==> config.mk <==
export PLATFORM = sky130hd
export DESIGN_NAME = bpf_chord
export DESIGN_NICKNAME = d
export VERILOG_FILES = /design/src/bpf_pkg.sv /design/src/bpf_chord.sv
export SDC_FILE = /design/constraint.sdc
export NUM_CORES = 2
export LEC_CHECK = 0
export BUFFER_PORTS_ARGS = -buffer_cell sky130_fd_sc_hd__buf_4
export CAP_MARGIN = 20
export CORE_UTILIZATION = 50
export CTS_BUF_LIST = sky130_fd_sc_hd__clkbuf_2 sky130_fd_sc_hd__clkbuf_4 sky130_fd_sc_hd__clkbuf_8
export DETAILED_ROUTE_END_ITERATION = 7
export HOLD_SLACK_MARGIN = 0.05
export PLACE_DENSITY = 0.62
export SETUP_SLACK_MARGIN = 0.15
export SYNTH_ARGS = -nofsm -noshare
export SYNTH_HDL_FRONTEND = slang
export SYNTH_SLANG_ARGS = --single-unit
==> constraint.sdc <==
create_clock -name clk -period 16.45 [get_ports clk]
set_input_delay 1.645 -clock clk [delete_from_list [all_inputs] [get_ports clk]]
set_output_delay 1.645 -clock clk [all_outputs]
set_load 0.01 [all_outputs]
==> src/bpf_pkg.sv <==
// Shared types, codes and helpers of the Bezier path flattener.
package bpf_pkg;

	localparam int COORD_BITS = 24;
	localparam int DEF_MAX_DEPTH = 6;
	localparam logic [15:0] TOL_RESET = 16'd64;
	localparam logic [15:0] TOL_MIN = 16'd3;

	localparam logic [2:0] OP_MOVE = 3'd0;
	localparam logic [2:0] OP_LINE = 3'd1;
	localparam logic [2:0] OP_QUAD = 3'd2;
	localparam logic [2:0] OP_CUBIC = 3'd3;
	localparam logic [2:0] OP_CLOSE = 3'd4;
	localparam logic [2:0] OP_END = 3'd5;

	localparam logic [1:0] K_OPEN = 2'd0;
	localparam logic [1:0] K_CONT = 2'd1;
	localparam logic [1:0] K_KEEP = 2'd2;
	localparam logic [1:0] K_DISCARD = 2'd3;

	typedef logic signed [COORD_BITS-1:0] coord_t;

	typedef struct packed {
		logic [2:0] op;
		coord_t pt0_x;
		coord_t pt0_y;
		coord_t pt1_x;
		coord_t pt1_y;
		coord_t pt2_x;
		coord_t pt2_y;
	} cmd_t;

	typedef struct packed {
		coord_t out_x;
		coord_t out_y;
		logic [1:0] kind;
		logic last;
	} res_t;

	// Chord start, control point and chord end for one flatness test.
	typedef struct packed {
		coord_t ax;
		coord_t ay;
		coord_t px;
		coord_t py;
		coord_t dx;
		coord_t dy;
	} ch_pts_t;

	typedef struct packed {
		logic idle;
		logic done;
		logic near;
	} ch_stat_t;

	typedef enum logic [3:0] {
		ST_IDLE, ST_MARK_PRE, ST_POINT, ST_MARK,
		ST_CTEST1, ST_CTEST2, ST_SPLIT1, ST_SPLIT2, ST_CEMIT
	} state_t;

	typedef enum logic [3:0] {
		CH_IDLE, CH_LEN, CH_ZERO, CH_M1, CH_M2, CH_CROSS, CH_SQ, CH_RHS, CH_DONE
	} ch_state_t;

	// Midpoint of two coordinates, rounded toward minus infinity.
	function automatic coord_t mid(input coord_t u, input coord_t v);
		logic signed [COORD_BITS:0] s;
		s = {u[COORD_BITS-1], u} + {v[COORD_BITS-1], v};
		return s[COORD_BITS:1];
	endfunction

endpackage

==> src/bpf_chord.sv <==
// Flatness test of one control point against a chord on a shared multiplier.
module bpf_chord (
	input logic clk,
	input logic arst_n,
	input logic start,
	input bpf_pkg::ch_pts_t pts,
	input logic [31:0] tol2,
	output bpf_pkg::ch_stat_t stat
);
	localparam int C = bpf_pkg::COORD_BITS;
	localparam int H = C + 1;
	localparam int W2 = 2 * H;
	localparam int W4 = 4 * H;

	bpf_pkg::ch_state_t state_q, state_nxt;
	logic [1:0] k_q;
	logic [W4-1:0] acc_q, c2_q;
	logic [W2-1:0] len2_q, m1_q, m2_q, cr_q;
	logic near_q;

	logic signed [H-1:0] ex, ey, qx, qy;
	logic [H-1:0] ex_m, ey_m, qx_m, qy_m;
	logic [H-1:0] mul_a, mul_b;
	logic [1:0] units;
	logic [W2-1:0] prod;
	logic [W4-1:0] pp, acc_sum;
	logic [W2:0] cr_w;
	logic n1, n2, ovf;

	// Chord and control point differences and their magnitudes.
	always_comb begin
		ex = {pts.dx[C-1], pts.dx} - {pts.ax[C-1], pts.ax};
		ey = {pts.dy[C-1], pts.dy} - {pts.ay[C-1], pts.ay};
		qx = {pts.ax[C-1], pts.ax} - {pts.px[C-1], pts.px};
		qy = {pts.ay[C-1], pts.ay} - {pts.py[C-1], pts.py};
		ex_m = ex[H-1] ? H'(-ex) : H'(ex);
		ey_m = ey[H-1] ? H'(-ey) : H'(ey);
		qx_m = qx[H-1] ? H'(-qx) : H'(qx);
		qy_m = qy[H-1] ? H'(-qy) : H'(qy);
		n1 = ex[H-1] ^ qy[H-1];
		n2 = qx[H-1] ^ ey[H-1];
	end

	// Operand selection; wide products go limb by limb.
	always_comb begin
		mul_a = '0;
		mul_b = '0;
		units = 2'd0;
		case (state_q)
			bpf_pkg::CH_LEN: begin
				mul_a = k_q[0] ? ey_m : ex_m;
				mul_b = k_q[0] ? ey_m : ex_m;
			end
			bpf_pkg::CH_ZERO: begin
				mul_a = k_q[0] ? qy_m : qx_m;
				mul_b = k_q[0] ? qy_m : qx_m;
			end
			bpf_pkg::CH_M1: begin
				mul_a = ex_m;
				mul_b = qy_m;
			end
			bpf_pkg::CH_M2: begin
				mul_a = qx_m;
				mul_b = ey_m;
			end
			bpf_pkg::CH_SQ: begin
				mul_a = k_q[1] ? cr_q[W2-1:H] : cr_q[H-1:0];
				mul_b = k_q[0] ? cr_q[W2-1:H] : cr_q[H-1:0];
				units = {1'b0, k_q[1]} + {1'b0, k_q[0]};
			end
			bpf_pkg::CH_RHS: begin
				mul_a = k_q[1] ? len2_q[W2-1:H] : len2_q[H-1:0];
				mul_b = k_q[0] ? H'(W2'(tol2) >> H) : H'(tol2);
				units = {1'b0, k_q[1]} + {1'b0, k_q[0]};
			end
			default: begin
				mul_a = '0;
			end
		endcase
	end

	// Multiplier, shift into place and accumulate.
	always_comb begin
		prod = W2'(mul_a) * W2'(mul_b);
		case (units)
			2'd0: pp = W4'(prod);
			2'd1: pp = W4'(prod) << H;
			default: pp = W4'(prod) << (2 * H);
		endcase
		acc_sum = ((k_q == 2'd0) ? W4'(0) : acc_q) + pp;
	end

	// Cross product magnitude from the two partial products.
	always_comb begin
		if (n1 == n2) begin
			cr_w = (m1_q >= m2_q) ? {1'b0, m1_q - m2_q} : {1'b0, m2_q - m1_q};
		end else begin
			cr_w = {1'b0, m1_q} + {1'b0, m2_q};
		end
		ovf = (cr_w >> 52) != '0;
	end

	// Next state.
	always_comb begin
		state_nxt = state_q;
		unique case (state_q)
			bpf_pkg::CH_IDLE: if (start) state_nxt = bpf_pkg::CH_LEN;
			bpf_pkg::CH_LEN: begin
				if (k_q == 2'd1) begin
					state_nxt = (acc_sum == '0) ? bpf_pkg::CH_ZERO : bpf_pkg::CH_M1;
				end
			end
			bpf_pkg::CH_ZERO: if (k_q == 2'd1) state_nxt = bpf_pkg::CH_DONE;
			bpf_pkg::CH_M1: state_nxt = bpf_pkg::CH_M2;
			bpf_pkg::CH_M2: state_nxt = bpf_pkg::CH_CROSS;
			bpf_pkg::CH_CROSS: state_nxt = ovf ? bpf_pkg::CH_DONE : bpf_pkg::CH_SQ;
			bpf_pkg::CH_SQ: if (k_q == 2'd3) state_nxt = bpf_pkg::CH_RHS;
			bpf_pkg::CH_RHS: if (k_q == 2'd3) state_nxt = bpf_pkg::CH_DONE;
			bpf_pkg::CH_DONE: state_nxt = bpf_pkg::CH_IDLE;
			default: state_nxt = bpf_pkg::CH_IDLE;
		endcase
	end

	// Status toward the sequencer.
	always_comb begin
		stat.idle = (state_q == bpf_pkg::CH_IDLE);
		stat.done = (state_q == bpf_pkg::CH_DONE);
		stat.near = near_q;
	end

	// Control registers.
	always_ff @(posedge clk or negedge arst_n) begin
		if (!arst_n) begin
			state_q <= bpf_pkg::CH_IDLE;
			k_q <= 2'd0;
		end else begin
			state_q <= state_nxt;
			if ((state_q == bpf_pkg::CH_LEN || state_q == bpf_pkg::CH_ZERO) && k_q == 2'd1) begin
				k_q <= 2'd0;
			end else if (state_q == bpf_pkg::CH_LEN || state_q == bpf_pkg::CH_ZERO ||
					state_q == bpf_pkg::CH_SQ || state_q == bpf_pkg::CH_RHS) begin
				k_q <= k_q + 2'd1;
			end else begin
				k_q <= 2'd0;
			end
		end
	end

	// Datapath registers.
	always_ff @(posedge clk) begin
		acc_q <= acc_sum;
		if (state_q == bpf_pkg::CH_LEN && k_q == 2'd1) len2_q <= acc_sum[W2-1:0];
		if (state_q == bpf_pkg::CH_ZERO && k_q == 2'd1) near_q <= (acc_sum <= W4'(tol2));
		if (state_q == bpf_pkg::CH_M1) m1_q <= prod;
		if (state_q == bpf_pkg::CH_M2) m2_q <= prod;
		if (state_q == bpf_pkg::CH_CROSS) begin
			cr_q <= cr_w[W2-1:0];
			if (ovf) near_q <= 1'b0;
		end
		if (state_q == bpf_pkg::CH_SQ && k_q == 2'd3) c2_q <= acc_sum;
		if (state_q == bpf_pkg::CH_RHS && k_q == 2'd3) near_q <= (c2_q <= acc_sum);
	end

endmodule
== Word-level counts from Yosys, hierarchy flattened ==
Index checks and enable logic that the tools add are counted.

* Register bits after elaboration: 407
* Output and inout bits: 3
* Word-level logic and storage cells: 89

* Add/sub/neg operators: 14
* Multipliers: 1
* Order comparisons: 3
* Eq/ne operators: 17
* Multiplexer cells: 28
* Bitwise operators: 2
* Reductions and logical operators: 15

{| class="wikitable"
|+ Operator list
! cell !! count
|-
| case mux 25 bit (6 select lines) || 2
|-
| 2-to-1 mux 25 bit || 10
|-
| case mux 100 bit (2 select lines) || 1
|-
| adder 100 bit || 1
|-
| less-or-equal comparator 100 bit || 1
|-
| less-or-equal comparator 100 x 32 -> 1 bit || 1
|-
| logical NOT 100 bit || 1
|-
| 2-to-1 mux 100 bit || 1
|-
| 2-to-1 mux 50 bit || 2
|-
| negation 25 bit || 4
|-
| subtractor 24 x 24 -> 25 bit || 4
|-
| subtractor 50 bit || 2
|-
| adder 50 bit || 1
|-
| greater-or-equal comparator 50 bit || 1
|-
| multiplier 25 x 25 -> 50 bit || 1
|-
| case mux 4 bit (8 select lines) || 1
|-
| 2-to-1 mux 4 bit || 5
|-
| == test 4 x 3 -> 1 bit (second input constant) || 4
|-
| == test 4 x 2 -> 1 bit (second input constant) || 2
|-
| inequality test 2 bit (second input constant) || 4
|-
| 2-to-1 mux 2 bit || 3
|-
| logical AND 1 bit || 5
|-
| AND reduction 5 bit || 1
|-
| == test 2 x 1 -> 1 bit (second input constant) || 2
|-
| other kinds (14) || 20
|}

== Depth between registers and ports, before layout ==
* Depth in word-level cells: 12
* Mapped depth: 68

== Worst setup path after synthesis ==
No wires, ideal clock.

* Kind: input to register
* Start: in pts[24] (netlist bit)
* End: reg near_q, data pin
* Setup time: 0.169 ns
* Arrival time: 15.988 ns
* Data required time: 16.281 ns
* Setup slack: 0.292 ns
* Cell stages on the path: 65
* Path buffers: 5
* Path through: inv_1 -> ha_1 -> fa_1 -> nand2b_1 -> a21boi_1 -> a21boi_2 -> or4_1 -> nand2_1 -> a41o_1 -> o22a_1 -> clkbuf_1 -> clkbuf_1 -> o21a_1 -> nor3_1 -> o32ai_1 -> nand3b_1 -> clkbuf_1 -> nand2_1 -> [29 not listed] -> a211oi_1 -> a2111oi_0 -> nor2_1 -> o21ai_0 -> a21oi_1 -> xnor2_1 -> inv_1 -> ha_1 -> a21o_1 -> a21o_1 -> a21o_1 -> a21oi_1 -> o21ai_0 -> nor4_1 -> o31ai_1 -> nor3_1 -> o311ai_0 -> o31ai_1

* Word-level cells in the longest chain between the ends: 11
* Elaborated cells on any way between the ends: 13
* Those cells by class: 3 x add/sub; 1 x mul; 2 x order compare; 7 x mux

{| class="wikitable"
|+ RTL lines
! item !! line !! RTL
|-
| start, declared || bpf_chord.sv:6 || <nowiki>input bpf_pkg::ch_pts_t pts,</nowiki>
|-
| subtractor 24 x 24 -> 25 bit * || bpf_chord.sv:32 || <nowiki>ex = {pts.dx[C-1], pts.dx} - {pts.ax[C-1], pts.ax};</nowiki>
|-
| negation 25 bit || bpf_chord.sv:36 || <nowiki>ex_m = ex[H-1] ? H'(-ex) : H'(ex);</nowiki>
|-
| 2-to-1 mux 25 bit * || bpf_chord.sv:36 ||
|-
| 2-to-1 mux 25 bit || bpf_chord.sv:51, bpf_chord.sv:52 ||
|-
| case mux 25 bit (6 select lines) || bpf_chord.sv:49 || <nowiki>case (state_q)</nowiki>
|-
| multiplier 25 x 25 -> 50 bit * || bpf_chord.sv:84 || <nowiki>prod = W2'(mul_a) * W2'(mul_b);</nowiki>
|-
| named net prod[28] || bpf_chord.sv:25 || <nowiki>logic [W2-1:0] prod;</nowiki>
|-
| case mux 100 bit (2 select lines) * || bpf_chord.sv:85 || <nowiki>case (units)</nowiki>
|-
| adder 100 bit * || bpf_chord.sv:90 || <nowiki>acc_sum = ((k_q == 2'd0) ? W4'(0) : acc_q) + pp;</nowiki>
|-
| named net acc_sum[87] || bpf_chord.sv:26 || <nowiki>logic [W4-1:0] pp, acc_sum;</nowiki>
|-
| less-or-equal comparator 100 x 32 -> 1 bit || bpf_chord.sv:153 || <nowiki>if (state_q == bpf_pkg::CH_ZERO && k_q == 2'd1) near_q <= (acc_sum <= W4'(tol2));</nowiki>
|-
| 2-to-1 mux 1 bit || bpf_chord.sv:153 ||
|-
| 2-to-1 mux 1 bit * || bpf_chord.sv:161 || <nowiki>if (state_q == bpf_pkg::CH_RHS && k_q == 2'd3) near_q <= (c2_q <= acc_sum);</nowiki>
|-
| end signal, assigned || bpf_chord.sv:153 ||
|-
| end signal, assigned || bpf_chord.sv:161 ||
|-
| end, declared || bpf_chord.sv:19 || <nowiki>logic near_q;</nowiki>
|}

Mark *: on every way through the listed nets, which the timed path passes. The rest lies on a longest branch. The select of a mux whose other input is x is not followed.
A chain may end at the register's enable or synchronous reset.

== Worst setup path after layout ==
* Start: in pts[96] (netlist bit)
* End: reg near_q, data pin

* Word-level cells in the longest chain between the ends: 11
* Elaborated cells on any way between the ends: 17
* Those cells by class: 5 x add/sub; 1 x mul; 2 x order compare; 9 x mux

{| class="wikitable"
|+ RTL lines
! item !! line
|-
| subtractor 24 x 24 -> 25 bit, on equally long branches || bpf_chord.sv:35, bpf_chord.sv:33
|-
| negation 25 bit, on equally long branches || bpf_chord.sv:39, bpf_chord.sv:37
|-
| 2-to-1 mux 25 bit, on equally long branches || bpf_chord.sv:39, bpf_chord.sv:37
|-
| 2-to-1 mux 25 bit, on equally long branches || --
|-
| case mux 25 bit (6 select lines) || bpf_chord.sv:49
|-
| multiplier 25 x 25 -> 50 bit * || bpf_chord.sv:84
|-
| case mux 100 bit (2 select lines) * || bpf_chord.sv:85
|-
| adder 100 bit * || bpf_chord.sv:90
|-
| named net acc_sum[61] || bpf_chord.sv:26
|-
| less-or-equal comparator 100 x 32 -> 1 bit || bpf_chord.sv:153
|-
| 2-to-1 mux 1 bit || bpf_chord.sv:153
|-
| 2-to-1 mux 1 bit * || bpf_chord.sv:161
|}

Marked as above.

==> metrics.txt <==
final net count 11.0k; drt pass-1 iters 8; Mapped Area around 65,000 µm²; Synthesis Warnings 0; CTS buffer count 70; Max Freq just over 60 MHz; outcome completed; Avg WL per Cell about 25 µm; number of placed I/O pins approximately 180; slowest stage delay, CP between 0.5 and 0.6 ns; most frequent CP cell buf_4; Setup Skew around 0.064 ns; fin crit share between 90% and 100%; antenna viol nets, final 0; DRC 0; commonest non-fill, non-tap cell in the layout buf_4; clock buffer depth 3; Root Driver clkbuf_8; die height between 300 and 400 µm; H-tree depth 3; core footprint 128,000 µm²; total congestion overflow 0; Worst slew margin between 10% and 20%; Critical Path RT about 17 ns; Final GP Congestion around 1.1; largest net degree at the start of global routing between 60 and 70; Port Buf Inserts 181; CTS tree done; share of the synthesized area in the top cell type 16.5%; Seq/Total Area, Yosys 17.3%; first-pass GRT wire length around 420,000 µm; Slew Viols, Final 0; Clk pin slew, worst setup/hold paths 0.06 ns; CP max FO 19; final setup fails 0; worst setup path category input port to flop; crit path time final 16.34 ns; EDFF count, synth ~300; synthesized flop and latch total ~400; antenna violations before repair 12; CP Launch Type input port; CTS sink cnt 407; # rows between 100 and 150; die area about 130,000 µm²; WP data arrival 16.77 ns; number of global-route vias before repair 67.7k; count of cell types in the netlist between 100 and 150; Tightest Pin Transition roughly 1.2 ns; Syn Area/Cell 8.07 µm²; FFs w/ async S/R, synth 1.47%; Area Growth Syn to Fin 28.7%; Syn Inst Count approximately 8.0k; Worst-Skew Late Latency ~0.76 ns; dpl hpwl approximately 230,000 µm; fraction of layout cells with a size suffix above 1 between 20% and 30%; most frequent cells in the layout 1,817 x buf_4, 1,127 x inv_1, 813 x nand2_1; Via density 6.04; RSZ-0062 raised after global routing yes; Hold Crit Class input port to asynchronous set/reset pin; Critical Path Slowest Stage Cell fa_2; GR Util All Layers ~42%; initial core utilization roughly 51%; Final Hold Fails 0; ranking of synthesized cells by area fa_1 17%, edfxtp_1 14%, ha_1 13%; DRT iter0 DRCs 7,786; via count 68.6k; Synth Flop Type edfxtp_1; Total Routed Length roughly 280,000 µm; FF-to-FF setup slack around 1.5 ns; Syn Nets 9,394; Setup TNS Final 0 ns; Setup crit end kind flop; CTS hold repair buffers 0; Filler Cell Count roughly 11k; Max Cap Violations 0; area leader, netlist fa_1; width of the die between 300 and 400 µm; Layout Utilization around two thirds
cell usage after synthesis (all sizes together) (149+ instances only):
| cell | count |
|---|---|
| nand4 | 149 |
| nand2 | 816 |
| edfxtp | 301 |
| ha | 665 |
| a21oi | 625 |
| inv | 1128 |
| xnor2 | 167 |
| nor2 | 477 |
| nor3 | 161 |
| fa | 534 |
| o21ai | 416 |
| nor2b | 187 |
| and2 | 154 |
| clkbuf | 341 |
worst max-delay path, delay by kind of cell:
family / cells / cell delay, ns
AOI/OAI and AO/OA: 21 / 4.36
muxes: 1 / 0.21
xor gates and xnor gates: 2 / 0.46
adders and majority gates: 12 / 4.97
buffers and inverters: 16 / 2.10
and+or+nand+nor: 13 / 3.00
kinds of logic after synthesis:
family | Yosys count | share of synthesized area [%]
DFF | 407 | 17.3
and+or+nand+nor | 2459 | 18.8
muxes | 92 | 1.44
buffers and inverters | 1515 | 8.86
xor gates and xnor gates | 279 | 3.78
AOI/OAI and AO/OA | 2064 | 20.5
adders and majority gates | 1200 | 29.4
through the flow:
stage / hold WS, ns / instances / setup slack [ns] / instance area [µm²]
3_3_place_gp: 0.682 / 11200 / -1.42 / 79900
4_1_cts: 0.667 / 11300 / 0.152 / 82100
6_report: 0.705 / 11400 / 0.109 / 83300
2_1_floorplan: 0.611 / 8016 / 0.292 / 64700
5_1_grt: 0.707 / 11400 / -0.347 / 83300
3_5_place_dp: 0.686 / 11200 / -1.53 / 79900
state kept, by name, summed over array words and instances (netlist names):
register,count
acc_q,100
c2_q,100
cr_q,50
len2_q,50
m1_q,50
m2_q,50
state_q,4
k_q,2
near_q,1
repair_timing:
item	4_1_cts	5_1_grt
buffers inserted	14	21
pin swaps	24	100
gates resized for setup	95	216
endpoints found under the setup margin	2	2
path summary, 6_finish.rpt:
path | start | endpoint | depth (start not counted)
setup / recovery | pts[96] | near_q | 65
hold / removal | arst_n | state_q[0] | 1
setup reg to reg | state_q[2] | near_q | 52
hold reg to reg | acc_q[0] | acc_q[0] | 2
max in group asynchronous | arst_n | k_q[0] | 1
min in group clk | acc_q[0] | acc_q[0] | 2
metal layers:
metal | track usage [%] | share of wire, % | vias to the layer above
met5 | 0 | 0.019 | -
met1 | 53.6 | 39 | 33200
met2 | 66.7 | 44 | 3680
met4 | 25.5 | 7.2 | 8
li1 | - | - | 30900
met3 | 8.34 | 10 | 881
layout make-up:
type	instances	area [µm²]	share of cell area [%]
Antenna cell	5	12.5	0.0150
Inverter	1129	4240	5.09
Clock inverter	30	430	0.517
Multi-Input combinational cell	6094	49300	59.2
Tap cell	1729	2160	2.60
Sequential cell	407	11200	13.4
Clock buffer	100	1230	1.47
Timing Repair Buffer	1876	14700	17.6
Power is left out: the tool's default activity adds up to more than one toggle a clock period on the data nets, which glitch-free logic cannot reach.
